**config.mk**
```make
export PLATFORM = sky130hd
export DESIGN_NAME = file_signature_byte_scanner_top
export DESIGN_NICKNAME = d
export VERILOG_FILES = /design/src/hw/rtl/fsbs_pkg.sv /design/src/hw/rtl/fsbs_match.sv /design/src/hw/rtl/file_signature_byte_scanner_top.sv
export SDC_FILE = /design/constraint.sdc
export NUM_CORES = 1
export LEC_CHECK = 0
export ABC_CLOCK_PERIOD_IN_PS = 8650
export BUFFER_PORTS_ARGS = -buffer_cell sky130_fd_sc_hd__buf_2
export CORE_UTILIZATION = 35
export CTS_CLUSTER_DIAMETER = 80
export CTS_CLUSTER_SIZE = 8
export DETAILED_ROUTE_END_ITERATION = 10
export PLACE_DENSITY = 0.61
export SLEW_MARGIN = 15
export SYNTH_ARGS = -nofsm -noshare
export SYNTH_HDL_FRONTEND = slang
export SYNTH_SLANG_ARGS = --single-unit
```
**constraint.sdc**
```tcl
create_clock -name clk -period 8.65 [get_ports clk]
set_input_delay 1.2975 -clock clk [delete_from_list [all_inputs] [get_ports clk]]
set_output_delay 1.2975 -clock clk [all_outputs]
set_load 0.01 [all_outputs]
```
**src/hw/rtl/fsbs_pkg.sv**
```systemverilog
`default_nettype none
// ---------------------------------------------------------------------------
// fsbs_pkg: shared types and constants for the file signature byte scanner
// Field widths, magic pattern bytes and the signature kind encoding.
// ---------------------------------------------------------------------------
package fsbs_pkg;

  localparam int unsigned BYTE_W          = 8;
  localparam int unsigned OFF_W           = 48;
  localparam int unsigned KIND_W          = 3;
  localparam int unsigned WIN_LEN         = 7;
  localparam int unsigned CMP_LEN         = WIN_LEN + 1;
  localparam int unsigned IN_DATA_W       = 56;
  localparam int unsigned OUT_DATA_W      = 48;
  localparam int unsigned OFFSET_BITS_DEF = 48;

  typedef enum logic [KIND_W-1:0] {
    SIG_JPEG = 3'd0,
    SIG_PDF  = 3'd1,
    SIG_ELF  = 3'd2,
    SIG_MFT  = 3'd3,
    SIG_GPT  = 3'd4
  } sig_kind_t;

  typedef struct packed {
    logic      hit;
    sig_kind_t kind;
  } match_t;

  // Pattern bytes.
  localparam logic [BYTE_W-1:0] B_FF = 8'hFF;
  localparam logic [BYTE_W-1:0] B_D8 = 8'hD8;
  localparam logic [BYTE_W-1:0] B_25 = 8'h25;  // '%'
  localparam logic [BYTE_W-1:0] B_50 = 8'h50;  // 'P'
  localparam logic [BYTE_W-1:0] B_44 = 8'h44;  // 'D'
  localparam logic [BYTE_W-1:0] B_46 = 8'h46;  // 'F'
  localparam logic [BYTE_W-1:0] B_7F = 8'h7F;
  localparam logic [BYTE_W-1:0] B_45 = 8'h45;  // 'E'
  localparam logic [BYTE_W-1:0] B_4C = 8'h4C;  // 'L'
  localparam logic [BYTE_W-1:0] B_49 = 8'h49;  // 'I'
  localparam logic [BYTE_W-1:0] B_30 = 8'h30;  // '0'
  localparam logic [BYTE_W-1:0] B_20 = 8'h20;  // ' '
  localparam logic [BYTE_W-1:0] B_41 = 8'h41;  // 'A'
  localparam logic [BYTE_W-1:0] B_52 = 8'h52;  // 'R'
  localparam logic [BYTE_W-1:0] B_54 = 8'h54;  // 'T'

endpackage : fsbs_pkg
`default_nettype wire

```
**src/hw/rtl/fsbs_match.sv**
```systemverilog
`default_nettype none
// ---------------------------------------------------------------------------
// fsbs_match: magic pattern classifier
// Compares eight consecutive bytes against the five signatures in priority
// order and returns at most one hit with its kind.
// ---------------------------------------------------------------------------
module fsbs_match (
  input  logic [fsbs_pkg::CMP_LEN*fsbs_pkg::BYTE_W-1:0] win,  // byte 0 in the lowest bits
  output fsbs_pkg::match_t                              res
);
  import fsbs_pkg::*;

  logic [BYTE_W-1:0] b [CMP_LEN];

  always_comb begin
    for (int i = 0; i < CMP_LEN; i++) begin
      b[i] = win[i*BYTE_W +: BYTE_W];
    end
  end

  always_comb begin
    res.hit  = 1'b1;
    res.kind = SIG_JPEG;
    priority if (b[0] == B_FF && b[1] == B_D8 && b[2] == B_FF) begin
      res.kind = SIG_JPEG;
    end else if (b[0] == B_25 && b[1] == B_50 && b[2] == B_44 && b[3] == B_46) begin
      res.kind = SIG_PDF;
    end else if (b[0] == B_7F && b[1] == B_45 && b[2] == B_4C && b[3] == B_46) begin
      res.kind = SIG_ELF;
    end else if (b[0] == B_46 && b[1] == B_49 && b[2] == B_4C && b[3] == B_45 &&
                 b[4] == B_30) begin
      res.kind = SIG_MFT;
    end else if (b[0] == B_45 && b[1] == B_46 && b[2] == B_49 && b[3] == B_20 &&
                 b[4] == B_50 && b[5] == B_41 && b[6] == B_52 && b[7] == B_54) begin
      res.kind = SIG_GPT;
    end else begin
      res.hit = 1'b0;
    end
  end

endmodule : fsbs_match
`default_nettype wire

```
**src/hw/rtl/file_signature_byte_scanner_top.sv**
```systemverilog
`default_nettype none
// ---------------------------------------------------------------------------
// file_signature_byte_scanner_top: streaming magic number scanner
// Finds JPEG, PDF, ELF, NTFS MFT record and GPT header signatures in a
// byte stream and reports the kind and absolute offset of each match.
// ---------------------------------------------------------------------------
// The block takes one byte per cycle unless a stalled output holds it. Start
// position s of a buffer is tested when byte s+7 arrives, so it is reported
// only if that byte is not flagged last; the last eight start positions of a
// buffer are never reported. Positions are counted from the byte flagged in
// in_tuser, whose transaction also carries the buffer base offset; bytes
// before any such mark count from zero with base zero. The reported offset is
// base plus start position, wrapped to OFFSET_BITS bits (at most OFF_W). An
// input register captures the eight-byte window and start position, and the
// classifier and offset adder feed the output register; each accepted byte
// passes through these two stages in order.
// ---------------------------------------------------------------------------
module file_signature_byte_scanner_top #(
  parameter int unsigned OFFSET_BITS = fsbs_pkg::OFFSET_BITS_DEF
) (
  input  logic                                clk,
  input  logic                                rst_n,
  input  logic                                in_tvalid,
  output logic                                in_tready,
  input  logic [fsbs_pkg::IN_DATA_W-1:0]      in_tdata,   // data_byte, base_offset
  input  logic                                in_tuser,   // first_of_buffer
  input  logic                                in_tlast,   // last_of_buffer
  output logic                                out_tvalid,
  input  logic                                out_tready,
  output logic [fsbs_pkg::OUT_DATA_W-1:0]     out_tdata,  // match_offset
  output logic [fsbs_pkg::KIND_W-1:0]         out_tuser   // signature_kind
);
  import fsbs_pkg::*;

  localparam int unsigned MaskBits = (OFFSET_BITS < OFF_W) ? OFFSET_BITS : OFF_W;
  localparam logic [63:0] MaskWide = (64'd1 << MaskBits) - 64'd1;
  localparam logic [OFF_W-1:0] OffMask = MaskWide[OFF_W-1:0];
  localparam logic [OFF_W-1:0] PosMax = {OFF_W{1'b1}};
  localparam logic [OFF_W-1:0] WinLenOff = OFF_W'(WIN_LEN);

  // Scanner state.
  logic [BYTE_W-1:0] window_r [WIN_LEN];
  logic [OFF_W-1:0]  pos_r, pos_nxt;
  logic [OFF_W-1:0]  base_r, base_nxt;

  // Input stage.
  logic                          s1_v_r, s1_v_nxt;
  logic                          s1_elig_r;
  logic [CMP_LEN*BYTE_W-1:0]     s1_win_r;
  logic [OFF_W-1:0]              s1_start_r;
  logic [OFF_W-1:0]              s1_base_r;

  // Output stage.
  logic                          out_v_r, out_v_nxt;
  logic [OFF_W-1:0]              out_off_r;
  sig_kind_t                     out_kind_r;

  logic              in_acc, out_free, s1_fire;
  logic [BYTE_W-1:0] data_byte;
  logic [OFF_W-1:0]  pos_cur;
  logic              elig;
  logic [CMP_LEN*BYTE_W-1:0] win_cur;
  logic [OFF_W-1:0]  sum;
  match_t            mres;

  assign out_free  = !out_v_r || out_tready;
  assign s1_fire   = s1_v_r && out_free;
  assign in_tready = !s1_v_r || out_free;
  assign in_acc    = in_tvalid && in_tready;

  assign data_byte = in_tdata[BYTE_W-1:0];
  assign pos_cur   = in_tuser ? '0 : pos_r;
  assign base_nxt  = in_tuser ? in_tdata[BYTE_W +: OFF_W] : base_r;
  assign pos_nxt   = (pos_cur != PosMax) ? pos_cur + 1'b1 : PosMax;
  assign elig      = (pos_cur >= WinLenOff) && !in_tlast;

  always_comb begin
    for (int i = 0; i < WIN_LEN; i++) begin
      win_cur[i*BYTE_W +: BYTE_W] = window_r[i];
    end
    win_cur[WIN_LEN*BYTE_W +: BYTE_W] = data_byte;
  end

  always_comb begin
    s1_v_nxt = s1_v_r;
    if (in_acc) begin
      s1_v_nxt = 1'b1;
    end else if (s1_fire) begin
      s1_v_nxt = 1'b0;
    end
  end

  fsbs_match u_match (
    .win (s1_win_r),
    .res (mres)
  );

  assign sum = s1_base_r + s1_start_r;

  always_comb begin
    out_v_nxt = out_v_r;
    if (out_free) begin
      out_v_nxt = s1_v_r && s1_elig_r && mres.hit;
    end
  end

  always_ff @(posedge clk) begin
    if (!rst_n) begin
      pos_r   <= '0;
      base_r  <= '0;
      s1_v_r  <= 1'b0;
      out_v_r <= 1'b0;
    end else begin
      s1_v_r  <= s1_v_nxt;
      out_v_r <= out_v_nxt;
      if (in_acc) begin
        pos_r  <= pos_nxt;
        base_r <= base_nxt;
      end
    end
  end

  // Payload registers need no reset; the window is only examined once seven
  // bytes of the current buffer have been shifted in.
  always_ff @(posedge clk) begin
    if (in_acc) begin
      for (int i = 0; i < WIN_LEN - 1; i++) begin
        window_r[i] <= window_r[i+1];
      end
      window_r[WIN_LEN-1] <= data_byte;
      s1_win_r   <= win_cur;
      s1_elig_r  <= elig;
      s1_start_r <= pos_cur - WinLenOff;
      s1_base_r  <= base_nxt;
    end
    if (s1_fire) begin
      out_off_r  <= sum & OffMask;
      out_kind_r <= mres.kind;
    end
  end

  assign out_tvalid = out_v_r;
  assign out_tdata  = out_off_r;
  assign out_tuser  = out_kind_r;

endmodule : file_signature_byte_scanner_top
`default_nettype wire
```
* After elaboration in Yosys (flattened, before gate mapping)
Memories as Yosys holds them, arrays and structs flattened. A register that Yosys moved wholly into a read port is not among the register bits.
Cells that the tools add are included.
** Storage, ports and cells
- Bits in registers :: 310
- Memory bits (writable) :: 56
- Input bits :: 62
- Output and inout port bits :: 53
- Word-level logic and storage cells :: 88
- Memories :: 1
** Memories
- window_r :: depth 7, bits a word 8, read ports 7, clocked after memory_dff 1, wr ports 7, RTL line file_signature_byte_scanner_top.sv:42 : logic [BYTE_W-1:0] window_r [WIN_LEN];
** Operators by class
- $add $sub $neg :: 3
- Order comparisons :: 1
- Eq/ne operators :: 23
- Muxes and demuxes :: 16
- Reductions and logical operators :: 32
** Operator list (number)
- 2-to-1 mux 48 bit :: 3
- == test 8 x 7 -> 1 bit, second input constant :: 16
- adder 48 x 1 -> 48 bit, second input constant :: 1
- adder 48 bit :: 1
- greater-or-equal comparator 48 x 3 -> 1 bit, second input constant :: 1
- != test 48 bit, second input constant :: 1
- subtractor 48 x 3 -> 48 bit, second input constant :: 1
- == test 8 x 6 -> 1 bit, second input constant :: 3
- == test 8 bit, second input constant :: 3
- logical AND 1 bit :: 24
- 2-to-1 mux 1 bit :: 10
- 2-to-1 mux 2 bit :: 2
- OR reduction 4 bit :: 1
- zero test 1 bit :: 3
- 2-to-1 mux 3 bit :: 1
- logical OR 1 bit :: 2
- nonzero test 2 bit :: 1
- OR reduction 2 bit :: 1

* Depth between registers and ports, before layout
- Depth in word-level cells :: 14
- Mapped depth :: 16
- Mapped depth without buffers :: 12

* Cells and area by module
A second synthesis with hierarchy kept.
** Unflattened totals
- Cell total of the unflattened synthesis :: 1547
- Area, all modules :: 16141.7 sq um
** By module, submodules not included
- file_signature_byte_scanner_top :: times used 1, cells each 1493, area each 15717.6 sq um, sequential area each 8328.0 sq um
- fsbs_match :: times used 1, cells each 54, area each 424.2 sq um, sequential area each 0.0 sq um

* Worst setup path before layout
Ideal clock, no wire load.
- Path type :: input port to flip-flop
- From :: in out_tready
- To :: reg pos_r[43]
- Data arrival time :: 7.290 ns
- Data required time :: 8.564 ns
- Slack :: 1.274 ns
- Stages on the path :: 8
- Buffers on the path :: 2
- Cell sequence :: nor2b_1 -> nand2_1 -> nand2_1 -> inv_1 -> clkbuf_1 -> clkbuf_1 -> o21ai_0 -> a21oi_1
** On the way
- Longest elaborated chain between the ends :: 3
** Ends and longest elaborated chain
- from (decl) :: RTL line file_signature_byte_scanner_top.sv:29 : input logic out_tready,
- logical OR 1 bit :: RTL line file_signature_byte_scanner_top.sv:66 : assign out_free = !out_v_r || out_tready;
- logical OR 1 bit :: RTL line file_signature_byte_scanner_top.sv:68 : assign in_tready = !s1_v_r || out_free;
- via in_tready :: RTL line file_signature_byte_scanner_top.sv:24 : output logic in_tready,
- logical AND 1 bit :: RTL line file_signature_byte_scanner_top.sv:69 : assign in_acc = in_tvalid && in_tready;
- via in_acc :: RTL line file_signature_byte_scanner_top.sv:58 : logic in_acc, out_free, s1_fire;
- to (signal assigned) :: RTL line file_signature_byte_scanner_top.sv:117 : pos_r <= pos_nxt;
- to (decl) :: RTL line file_signature_byte_scanner_top.sv:43 : logic [OFF_W-1:0] pos_r, pos_nxt;
The timed path passes the listed nets, and every way through them passes these cells.
A chain may end at the register's enable or synchronous reset.

* Final worst setup path
- From :: in in_tuser
- To :: reg pos_r[43]
** On the way
- Longest elaborated chain between the ends :: 3
- Elaborated cells on any way between the ends :: 4
- Classes of those cells :: 1 x add/sub; 1 x eq/ne; 2 x mux
** Ends and longest elaborated chain
- from (decl) :: RTL line file_signature_byte_scanner_top.sv:26 : input logic in_tuser,
- 2-to-1 mux 48 bit * :: RTL line file_signature_byte_scanner_top.sv:72 : assign pos_cur = in_tuser ? '0 : pos_r;
- adder 48 x 1 -> 48 bit or != test 48 bit (tied branches) :: RTL line file_signature_byte_scanner_top.sv:74 : assign pos_nxt = (pos_cur != PosMax) ? pos_cur + 1'b1 : PosMax;
- 2-to-1 mux 48 bit * :: RTL line file_signature_byte_scanner_top.sv:74
Mark *: on every way between the ends. The rest lies on a longest branch, timed or not.

==> impl_metrics.py <==
metrics = {
    "final_layout": {
        "utilization_pct": 41.0,
        "nets": 1641,
        "fin_area_um2": 17800,
        "area_growth_pct": 14.6,
        "drive_gt1_share_pct": 16.9,
        "diodes": 0,
    },
    "grt": {
        "antenna_found_initial": 1,
        "grt.total_usage_pct": 16.2,
        "gr-total-overflow": 0,
        "grt_max_degree": 116,
        "grt_pass1_vias": 11000,
        "grt_pass1_wl_mm": 58.1,
    },
    "worst_hold_path": {
        "worstHoldPathType": "flop to flop",
        "min_path_cells": 0,
    },
    "placement": {
        "dp_hpwl_mm": 24.6,
        "dp_slack_ns": 2.99,
        "place_area_um2": 16500,
        "numPortBuffers": 114,
        "routabilityCongestion": 0.906,
    },
    "logic_synthesis": {
        "synth_seq_cells": 310,
        "yosysUniqueCellTypes": 81,
        "synth_cells": 1444,
        "ys_seq_area_share_pct": 53.6,
        "synth_area_per_cell_um2": 10.8,
        "syn-num-nets": 1555,
        "syn_area_um2": 15500,
        "async_flop_share_pct": 0,
        "synthFlopType": "edfxtp_1",
        "yosys_warnings": 0,
        "synth_edf_count": 212,
    },
    "detailed_routing": {
        "vias": 11300,
        "final_antenna_net_count": 0,
        "dr.first_iter.drc_count": 761,
        "route.detailed.drc": 0,
        "routedWlPerCell_um": 17.1,
        "avgViaCountPerCell": 5.26,
        "wirelength_mm": 36.9,
        "drtPass1Iterations": 5,
    },
    "timing": {
        "setup_viol": 0,
        "finalWorstSetupSlack_ns": 3.57,
        "slew_viol_final": 0,
        "relSlewSlack_pct": 22.2,
        "period_share_pct": 58.7,
        "max_clock_freq_mhz": 197,
        "fin_setup_tns_ns": 0,
        "grt_setup_unrepaired": "no",
        "fin_crit_ns": 5.08,
        "fin_skew_ns": 0.0414,
        "worst_slew_pin_slew_ns": 1.16,
        "hold_viol": 0,
    },
    "clocking": {
        "cts_buffers": 44,
        "h-tree-depth": 2,
        "clk_path_buf_depth": 3,
        "clk_pin_slew_worst_paths_ns": 0.05,
        "cts_resized": 0,
        "postCtsSetupBuffers": 0,
        "insertion_delay_ns": 0.57,
        "ctsHoldBuffers": 0,
        "cts_tree": "done",
        "clock_sinks": 310,
        "cts_root_buf": "clkbuf_16",
    },
    "setup_path": {
        "worst_path_most_repeated_cell": "buf_4",
        "critical_path_arrival_ns": 5.57,
        "criticalPathCategory": "input port to flop",
        "path_max_fanout": 77,
        "critical_path_required_ns": 9.14,
        "crit_path_top_delay_cell": "nand2_1",
        "worst_setup_path_start_kind": "input port",
        "reg2reg_depth": 12,
        "max_stage_delay_ns": 0.82,
        "end_kind": "flop",
        "path_cells": "buf_4 -> buf_4 -> nor3b_1 -> nand4_1 -> or3_1 -> or4_1 -> or2_1 -> nand2_1 -> o21ai_0 -> a21oi_1",
    },
    "run_status": {
        "outcome": "complete, no violations",
    },
    "job": {
        "max_cap_violations": 0,
    },
    "power_and_ir_drop": {
        "p_per_area_nw_per_um2": 211,
        "leakagePower_nw": 6.43,
        "ir_worst_vdd_uv": 136,
    },
    "die": {
        "core_um2": 43500,
        "chipWidth_um": 213,
        "initial_core_util_pct": 35.7,
        "die_area_um2": 45200,
        "io_pins": 115,
        "die_height_um": 213,
        "row_count": 76,
    },
}
==> metrics by stage <==
stage	hold WS [ns]	cells	power, mW
CTS	0.445	2151	3.80
global route	0.453	2151	3.91
detailed placement	0.433	2069	2.15
global placement	0.424	2069	2.14
finish	0.442	2151	3.75
floorplan	0.417	1444	2.03
==> kinds of logic (layout without fill, tap and decap cells) <==
logic type / after synthesis / after routing / synth area share [%]
xor gates and xnor gates: 72 / 72 / 4.06
muxes: 48 / 48 / 3.48
DFF: 310 / 310 / 53.6
buffers and inverters: 104 / 226 / 3.22
and+or+nand+nor: 502 / 502 / 16.6
AOI/OAI and AO/OA: 359 / 359 / 15.0
adders and majority gates: 49 / 49 / 3.99
==> worst max-delay path: cells and delay by family <==
family,cells,cell delay [ns]
AO/OA/AOI/OAI,2,0.37
buffers and inverters,2,0.74
AND/OR/NAND/NOR,6,3.09
==> layout make-up <==
class                           instances  area [um^2]
Sequential cell                       310         8330
Fill cell                            4099        25600
Tap cell                              585          732
Multi-Input combinational cell       1030         6720
Clock buffer                           79         1240
Inverter                               22         90.1
Timing Repair Buffer                  122          633
Clock inverter                          3         66.3
==> report_power, final <==
| group | switching [mW] | internal, mW | leakage [nW] |
|---|---|---|---|
| sequential | 0.0354 | 1.68 | 2.78 |
| combinational | 0.240 | 0.160 | 3.03 |
| clock | 0.660 | 0.972 | 0.618 |
| total | 0.935 | 2.82 | 6.43 |
==> cells in the final DEF (no fill, tap or decap), types with 9 or more instances in the layout <==
master,count
o221a_2,15
clkbuf_1,34
a31oi_1,21
buf_4,9
nor2b_1,22
nor4_1,24
nor4b_1,9
buf_2,113
clkbuf_16,44
edfxtp_1,212
a21oi_1,98
a21boi_0,59
nor2_1,81
nand4_1,20
nand2b_1,32
xnor2_1,47
ha_1,48
a21o_1,26
and3_1,13
nand2_1,170
nor3_1,32
xor2_1,25
o21ai_0,76
dfxtp_1,98
nand3_1,27
inv_1,21
mux2_2,48
o21bai_1,13
==> path summary, 6_finish.rpt <==
check,startpoint,to,slack [ns]
setup reg to reg,s1_start_r[0],out_tdata[46],4.40
setup / recovery,in_tuser,pos_r[43],3.57
hold reg to reg,s1_win_r[14],s1_win_r[6],0.44
hold / removal,s1_win_r[14],s1_win_r[6],0.44
==> synthesized netlist by cell type (all sizes together) (4+ instances only) <==
cell	count	area share [%]
a21boi	59	2.9
o41ai	5	0.28
buf	21	1.0
nor4	24	0.97
a31oi	22	0.93
nor3	34	1.2
xnor2	47	2.6
edfxtp	212	41
or4	8	0.43
o221a	15	1.1
or3	8	0.36
xor2	25	1.4
nor4b	9	0.51
nand2b	32	1.3
mux2	48	3.5
a22oi	5	0.24
nand4	20	0.81
nor3b	4	0.19
nand3	27	0.87
nand2	173	4.2
a21o	26	1.3
ha	48	3.9
clkbuf	60	1.6
or2	8	0.32
o21a	5	0.24
o21bai	13	0.63
nor2	82	2.0
a21oi	99	3.2
nand3b	6	0.29
and2	7	0.28
o21ai	77	2.5
and3	16	0.67
dfxtp	98	13
or3b	6	0.34
a2111oi	4	0.23
nor2b	23	0.93
a41oi	6	0.34
nand4b	5	0.28
inv	22	0.53
==> per-layer routing <==
layer,vias to the layer above,wire length (um),GRT usage [%],part of all wire (%)
met3,83,1710,2.79,4.7
met5,-,17,0,0.046
met4,2,1290,6.77,3.5
li1,5534,-,-,-
met1,5423,16600,21.4,45
met2,282,17200,26.4,47
==> registers in the layout, summed over array words and instances, names as in the netlist <==
name        count
base_r         48
s1_elig_r       1
out_tvalid      1
s1_v_r          1
s1_base_r      48
pos_r          48
out_tuser       3
s1_win_r       64
out_tdata      48
s1_start_r     48
(Power assumes the default switching activity.)
